[src/rtl/skht_pkg.sv]
// Package for the string key hash table: sizes, status codes, helpers.
// No dependencies.
package skht_pkg;
  localparam int TableSlots   = 4096;
  localparam int VocabEntries = 2048;
  localparam int MaxKeyBytes  = 32;
  localparam int SlotW  = $clog2(TableSlots);
  localparam int EntryW = $clog2(VocabEntries);
  localparam int ByteW  = $clog2(MaxKeyBytes);
  localparam int LenW   = $clog2(MaxKeyBytes + 1);
  localparam int CountW = $clog2(VocabEntries + 1);
  localparam int KeyAddrW = EntryW + ByteW;
  localparam int SlotDataW = EntryW + 1;

  typedef enum logic [2:0] {
    ST_FOUND = 3'd0, ST_NOT_FOUND = 3'd1, ST_INSERTED = 3'd2,
    ST_VOCAB_FULL = 3'd3, ST_TABLE_FULL = 3'd4, ST_TOO_LONG = 3'd5
  } status_t;

  // Commands from controller to datapath
  typedef struct packed {
    logic clear_pending;
    logic slot_start;
    logic slot_advance;
    logic slot_wr;
    logic cmp_start;
    logic cmp_advance;
    logic key_wr;
    logic commit;
    logic clr_rd;
  } ctrl_t;

  // Status from datapath to controller
  typedef struct packed {
    logic overflow;
    logic slot_used;
    logic len_match;
    logic byte_match;
    logic cmp_done;
    logic wr_done;
    logic probe_wrapped;
    logic vocab_full;
    logic table_full;
    logic clr_done;
  } stat_t;

  function automatic logic is_letter(input logic [7:0] b);
    return (b >= 8'h61 && b <= 8'h7a) || (b >= 8'h41 && b <= 8'h5a) || b == 8'h2d;
  endfunction
endpackage

[src/rtl/skht_ctrl.sv]
// Controller: sequences clear, probe, compare and insert; owns result register.
// Depends on skht_pkg.
module skht_ctrl (
  input  logic                  clk,
  input  logic                  rst,
  input  logic                  in_valid,
  input  logic                  in_last,
  input  logic                  in_op,
  output logic                  in_ready,
  output logic                  res_valid,
  input  logic                  res_ready,
  output logic [2:0]            res_status,
  output logic [10:0]           res_index,
  output logic                  res_letters,
  output skht_pkg::ctrl_t       ctrl,
  input  skht_pkg::stat_t       stat,
  input  logic [skht_pkg::EntryW-1:0] hit_entry,
  input  logic                  hit_letters,
  input  logic [skht_pkg::EntryW-1:0] new_entry,
  input  logic                  pend_letters
);
  typedef enum logic [3:0] {
    S_CLEAR, S_IDLE, S_DISPATCH, S_SRD, S_SCHK, S_LCHK, S_CCHK,
    S_IRD, S_ICHK, S_ICOPY, S_DONE
  } state_t;
  state_t state;
  logic op;

  assign in_ready = (state == S_IDLE) && !res_valid;

  always_comb begin
    ctrl = '0;
    unique case (state)
      S_CLEAR:    ctrl.clr_rd = 1'b1;
      S_IDLE:     ;
      S_DISPATCH: ctrl.slot_start = 1'b1;
      S_SRD:      ;
      S_SCHK:     ctrl.cmp_start = 1'b1;
      S_LCHK:     ctrl.cmp_advance = 1'b1;
      S_CCHK:     ctrl.cmp_advance = 1'b1;
      S_IRD:      ;
      S_ICHK:     ctrl.cmp_start = !stat.slot_used;
      S_ICOPY:    ctrl.key_wr = !stat.wr_done;
      S_DONE:     ;
      default:    ;
    endcase
    if (state == S_ICOPY) ctrl.cmp_advance = !stat.wr_done;
    if (state == S_ICOPY && stat.wr_done) begin
      ctrl.slot_wr = 1'b1;
      ctrl.commit = 1'b1;
    end
    if (state == S_ICHK && stat.slot_used) ctrl.slot_advance = 1'b1;
    if (state == S_CCHK && !stat.byte_match) ctrl.slot_advance = 1'b1;
    if (state == S_LCHK && !stat.len_match) ctrl.slot_advance = 1'b1;
    if (state == S_DONE) ctrl.clear_pending = 1'b1;
  end

  // Hold state and the result register
  always_ff @(posedge clk) begin
    if (rst) begin
      state <= S_CLEAR;
      res_valid <= 1'b0;
    end else begin
      if (res_valid && res_ready) res_valid <= 1'b0;
      unique case (state)
        S_CLEAR: if (stat.clr_done) state <= S_IDLE;
        S_IDLE: if (in_valid && in_ready && in_last) begin
          op <= in_op;
          state <= S_DISPATCH;
        end
        S_DISPATCH: begin
          res_index <= '0;
          res_letters <= 1'b0;
          if (stat.overflow) begin
            res_status <= skht_pkg::ST_TOO_LONG;
            state <= S_DONE;
          end else if (!op) begin
            state <= S_SRD;
          end else if (stat.vocab_full) begin
            res_status <= skht_pkg::ST_VOCAB_FULL;
            state <= S_DONE;
          end else if (stat.table_full) begin
            res_status <= skht_pkg::ST_TABLE_FULL;
            state <= S_DONE;
          end else begin
            state <= S_IRD;
          end
        end
        S_SRD: state <= S_SCHK;
        S_SCHK: if (!stat.slot_used) begin
          res_status <= skht_pkg::ST_NOT_FOUND;
          state <= S_DONE;
        end else begin
          state <= S_LCHK;
        end
        // Length check; byte 0 read is issued here, an empty key hits at once
        S_LCHK: begin
          if (!stat.len_match) begin
            if (stat.probe_wrapped) begin
              res_status <= skht_pkg::ST_NOT_FOUND;
              state <= S_DONE;
            end else begin
              state <= S_SRD;
            end
          end else if (stat.cmp_done) begin
            res_status <= skht_pkg::ST_FOUND;
            res_index <= 11'(hit_entry);
            res_letters <= hit_letters;
            state <= S_DONE;
          end else begin
            state <= S_CCHK;
          end
        end
        // Check one key byte per cycle while the next read is in flight
        S_CCHK: begin
          if (!stat.byte_match) begin
            if (stat.probe_wrapped) begin
              res_status <= skht_pkg::ST_NOT_FOUND;
              state <= S_DONE;
            end else begin
              state <= S_SRD;
            end
          end else if (stat.cmp_done) begin
            res_status <= skht_pkg::ST_FOUND;
            res_index <= 11'(hit_entry);
            res_letters <= hit_letters;
            state <= S_DONE;
          end else begin
            state <= S_CCHK;
          end
        end
        S_IRD: state <= S_ICHK;
        S_ICHK: state <= stat.slot_used ? S_IRD : S_ICOPY;
        S_ICOPY: if (stat.wr_done) begin
          res_status <= skht_pkg::ST_INSERTED;
          res_index <= 11'(new_entry);
          res_letters <= pend_letters;
          state <= S_DONE;
        end
        S_DONE: begin
          res_valid <= 1'b1;
          state <= S_IDLE;
        end
        default: state <= S_IDLE;
      endcase
    end
  end
endmodule

[config.mk]
export PLATFORM = sky130hd
export DESIGN_NAME = skht_ctrl
export DESIGN_NICKNAME = d
export VERILOG_FILES = /design/src/rtl/skht_pkg.sv /design/src/rtl/skht_ctrl.sv
export SDC_FILE = /design/constraint.sdc
export NUM_CORES = 1
export LEC_CHECK = 0
export BUFFER_PORTS_ARGS = -buffer_cell sky130_fd_sc_hd__buf_4
export CORE_ASPECT_RATIO = 0.7
export CORE_MARGIN = 5
export CORE_UTILIZATION = 40
export CTS_CLUSTER_DIAMETER = 50
export DETAILED_ROUTE_END_ITERATION = 7
export PLACE_DENSITY = 0.7
export SETUP_SLACK_MARGIN = 0.5
export SLEW_MARGIN = 20
export SYNTH_ARGS = -nofsm -noshare
export SYNTH_HDL_FRONTEND = slang
export SYNTH_SLANG_ARGS = --single-unit
[constraint.sdc]
create_clock -name clk -period 3 [get_ports clk]
set_input_delay 0.45 -clock clk [delete_from_list [all_inputs] [get_ports clk]]
set_output_delay 0.45 -clock clk [all_outputs]
set_load 0.03 [all_outputs]
# Word-level counts from Yosys, hierarchy flattened
# Index checks and enable logic that the tools add are counted.
[totals]
regBits = 21
wordCells = 95
[classes]
eq_ne = 18
mux = 48
bitwise = 1
n_reduce_logical = 22
[ops]
columns = ["operator", "n"]
rows = [
  ["$mux W4", 13],
  ["$mux W11", 4],
  ["$pmux W11 S4", 1],
  ["$pmux W4 S10", 1],
  ["$mux W3", 10],
  ["$eq A4 B3 Y1 const B", 4],
  ["$mux W1", 16],
  ["$pmux W3 S5", 1],
  ["$eq A4 B4 Y1 const B", 3],
  ["$ne A2 B2 Y1 const B", 5],
  ["$eq A4 B2 Y1 const B", 2],
  ["$logic_and A1 B1 Y1", 8],
  ["$reduce_and A3 Y1", 2],
  ["$reduce_and A6 Y1", 1],
  ["$logic_not A1 Y1", 5],
  ["$reduce_and A5 Y1", 1],
  ["$reduce_bool A5 Y1", 1],
  ["$eq A4 B1 Y1 const B", 1],
  ["$logic_not A4 Y1", 1],
  ["$ne A4 B4 Y1 const B", 1],
  ["$pmux W1 S4", 1],
  ["$reduce_bool A4 Y1", 1],
  ["$ne A3 B3 Y1 const B", 1],
  ["$ne A2 B1 Y1 const B", 1],
  ["4 further kinds", 4],
]

# Depth between registers and ports, before layout
[logic_depth]
depth_word = 6
depth_mapped = 7

# Worst setup path before layout
# OpenSTA, ideal clock, no wires.
[synth_timing]
kind = "register -> register"
from = "reg state[1]"
to = "reg res_index[0] (enable)"
setup_time_ps = 399
arrival_ps = 1882
required_time_ps = 2601
path_slack_ps = 719
stages_incl_launch_ff = 5
n_path_buf = 0
path_cell_list = "dfxtp_1 -> nand4bb_1 -> o22a_1 -> o21a_1 -> nor3b_1"
[synth_via]
elab_chain_cells = 3
word_cells_on_any_way = 9
classes_between = "eq/ne (7); reduce/logical (2)"
[synth_lines]
columns = ["item", "line", "rtl"]
rows = [
  ["from (decl)", "skht_ctrl.sv:26", "state_t state;"],
  ["from (signal assigned)", "skht_ctrl.sv:133", "S_ICHK: state <= stat.slot_used ? S_IRD : S_ICOPY;"],
  ["$eq A4 B4 Y1 (tied with other cells)", "skht_ctrl.sv:65", "unique case (state)"],
  ["$reduce_bool A4 Y1 (no source line) / $ne A2 B2 Y1 (equally long branches)", "-", ""],
  ["$reduce_and A5 Y1 (no source line) (*)", "-", ""],
  ["to (signal assigned)", "skht_ctrl.sv:107", "res_index <= 11'(hit_entry);"],
  ["to (signal assigned)", "skht_ctrl.sv:125", "res_index <= 11'(hit_entry);"],
  ["to (signal assigned)", "skht_ctrl.sv:136", "res_index <= 11'(new_entry);"],
  ["to (decl)", "skht_ctrl.sv:13", "output logic [10:0] res_index,"],
]
# Mark *: on every way between the ends. The rest lies on a longest branch, timed or not.
# A chain may end at the register's enable or synchronous reset.

==> results_dict.tcl <==
set metrics [dict create \
    min_period_ns 2.25 \
    drt_pass1_iterations 4 \
    clk_pin_slew_ns 0.07 \
    ff2ff_path_depth 4 \
    tightestPinTransition_ns 0.565 \
    drc_errors 0 \
    register_area_um2 584 \
    syn2layout_area_growth_pct 38.2 \
    num_antenna_cells 0 \
    grt_pass1_wl_mm 6.09 \
    max_freq_mhz 445 \
    synth_async_sr_flop_share_pct 0 \
    dp_hpwl_mm 3.06 \
    min_path_cells 1 \
    nFillCells 282 \
    start_kind "flip-flop" \
    critPathArrivalTime_ns 1.80 \
    die_w_um 79.7 \
    status "finished clean" \
    wirelength_mm 3.90 \
    rsz0062_at_grt "no" \
    cts_tree "done" \
    globalRoute.totalOverflow 0 \
    power_density_nw_per_um2 327 \
    multiInputGateArea_um2 668 \
    drv_cap 0 \
    dieArea_um2 4690 \
    clock-skew-final_ns 0.00564 \
    drt_iter0_drc 85 \
    synth_fp_nets 179 \
    holdCritStartpoint "in_op" \
    synthCells 139 \
    clk_latency_ns 0.26 \
    cts.htree.levels 1 \
    fin_nets 238 \
    worstSetupPathType "reg2out" \
    grt_max_degree 22 \
    routedWlPerCell_um 16.0 \
    final_area_um2 1880 \
    setup-tns-final_ns 0 \
    rr_startpoint "state[3]" \
    grt_pass1_vias 1259 \
    slew-limit-headroom_pct 62.3 \
    cts_buffers 3 \
    synth_area_leader_cell "edfxtp_1" \
    vdd_drop_max_mv 0.222 \
    yosys_most_used_dff "edfxtp_1" \
    min_period_over_period_pct 74.9 \
    setup_viol 0 \
    core_um2 3210 \
    end_kind "output pin" \
    antenna_found_initial 0 \
    vias 1312 \
    final_common_cell "buf_4" \
    drv_slew 0 \
    post_cts_hold_buffer_count 0 \
    grtUsageTotal_pct 16.4 \
    netlist_area_um2 1360 \
    die_h_um 58.8 \
    reg2reg_slack_ns 0.92 \
    synthTopCellsByArea "edfxtp_1 35%, a22o_1 7.7%, dfxtp_1 7.4%" \
    synth_edf_count 16 \
    min_to "op" \
    yosys_warnings 0 \
    clock-root-buffer "clkbuf_8" \
    r2r_end "res_status[1]" \
    cp_max_fo 21 \
    rows 17 \
    finalHoldViolations 0 \
    netlist-cell-type-count 49 \
    via_per_inst 5.38 \
    clock-sinks 21 \
    drive_above_1_share_pct 39.6 \
    total_power_mw 0.615 \
    start_util_pct 42.4 \
    synth.top_cell.area_share_pct 35.3 \
    numPortBuffers 65 \
    leakagePower_nw 0.767 \
    final_cell_mix "66 x buf_4, 16 x edfxtp_1, 12 x nor2_1, 12 x a22o_1, 8 x inv_1" \
    worstPathRequired_ns 2.55 \
    ys_seq_area_share_pct 42.6 \
    globalplace.congestion 0.885 \
    ant_nets 0 \
    syn_area_per_cell_um2 9.79 \
    pin_count 66 \
    place_area_um2 1830 \
    hold_path_class "in2reg" \
    synth-seq-cells 21 \
    clockBufferDepth 2 \
]
-- cells by family (layout without fill, tap and decap cells) --
kind of cell	after synthesis	after routing	share of synthesized area (%)
AOI/OAI and AO/OA	49	49	27.5
and+or+nand+nor	46	46	19.0
DFF	21	21	42.6
buffers and inverters	20	78	8.73
muxes	2	2	1.47
xor gates and xnor gates	1	1	0.643
-- metrics by stage --
stage | hold slack [ns] | util [%] | instances | setup slack (ns)
detailed placement | 0.551 | 57.0 | 240 | 0.716
global route | 0.363 | 58.6 | 244 | 0.628
CTS | 0.369 | 58.5 | 244 | 0.518
floorplan | 0.549 | - | 139 | 0.719
global placement | 0.536 | 57.0 | 240 | 0.785
finish | 0.369 | 58.6 | 244 | 0.753
-- layer usage --
metal / up-vias / GRT usage [%] / part of all wire, %
met5: - / 0 / 0
met4: 0 / 1.47 / 0.28
met3: 2 / 4.13 / 6.1
met2: 39 / 27.6 / 49
met1: 619 / 22.3 / 45
li1: 652 / - / -
-- flip-flops by register name, summed over array words and instances, names as in the netlist --
signal       cells
state            4
res_letters      1
res_status       3
res_index       11
res_valid        1
op               1
-- Yosys cell counts, types with 2 or more instances --
master	n
mux2i_1	2
and2_1	2
a31oi_1	2
nor2_1	12
nor3b_1	2
a211oi_1	3
and3_1	2
nand4bb_1	2
inv_1	8
o21a_1	2
dfxtp_1	5
nand2b_1	3
a21oi_1	6
o2bb2ai_1	2
buf_2	5
o21ai_0	7
buf_4	2
nor3_1	3
a22o_1	12
nor4_1	3
nand4_1	2
buf_6	4
and2b_1	2
edfxtp_1	16
nand2_1	6
-- area by class of cell --
type | count | share of cell area [%]
multi-input cells | 98 | 35.5
flip-flops and latches | 21 | 31.1
repair buffers | 66 | 26.3
inverters | 8 | 1.60
well taps | 47 | 3.13
clock buffers | 4 | 2.39
-- timing repair --
item / 4_1_cts / 5_1_grt
gates cloned: 0 / 0
buffers inserted: 0 / 0
setup endpoints to repair: 2 / 2
resized for setup: 1 / 3
pin swaps: 0 / 0
-- critical path, stage by stage, from the launching register on --
cell     delay, ns
dfxtp_1       0.68
and3_2        0.48
and2_1        0.21
buf_4         0.17
-- where the power goes --
part           switching, mW  internal (mW)  leakage [nW]  total (mW)
clock                 0.0849         0.0944        0.0228       0.179
combinational         0.0517         0.0582         0.572       0.110
sequential            0.0107          0.315         0.172       0.326
total                  0.147          0.468         0.767       0.615
-- worst max-delay path by stage --
stage	startpoint	endpoint	slack (ns)	depth (start not counted)
after detailed placement	state[0]	ctrl[1]	0.72	4
final	state[3]	ctrl[1]	0.75	3
after floorplan	state[1]	res_index[0]	0.72	4
after CTS	state[2]	ctrl[1]	0.52	4
after global routing	state[3]	ctrl[5]	0.63	3
after global placement	state[0]	ctrl[5]	0.79	4
(Power assumes the default switching activity.)
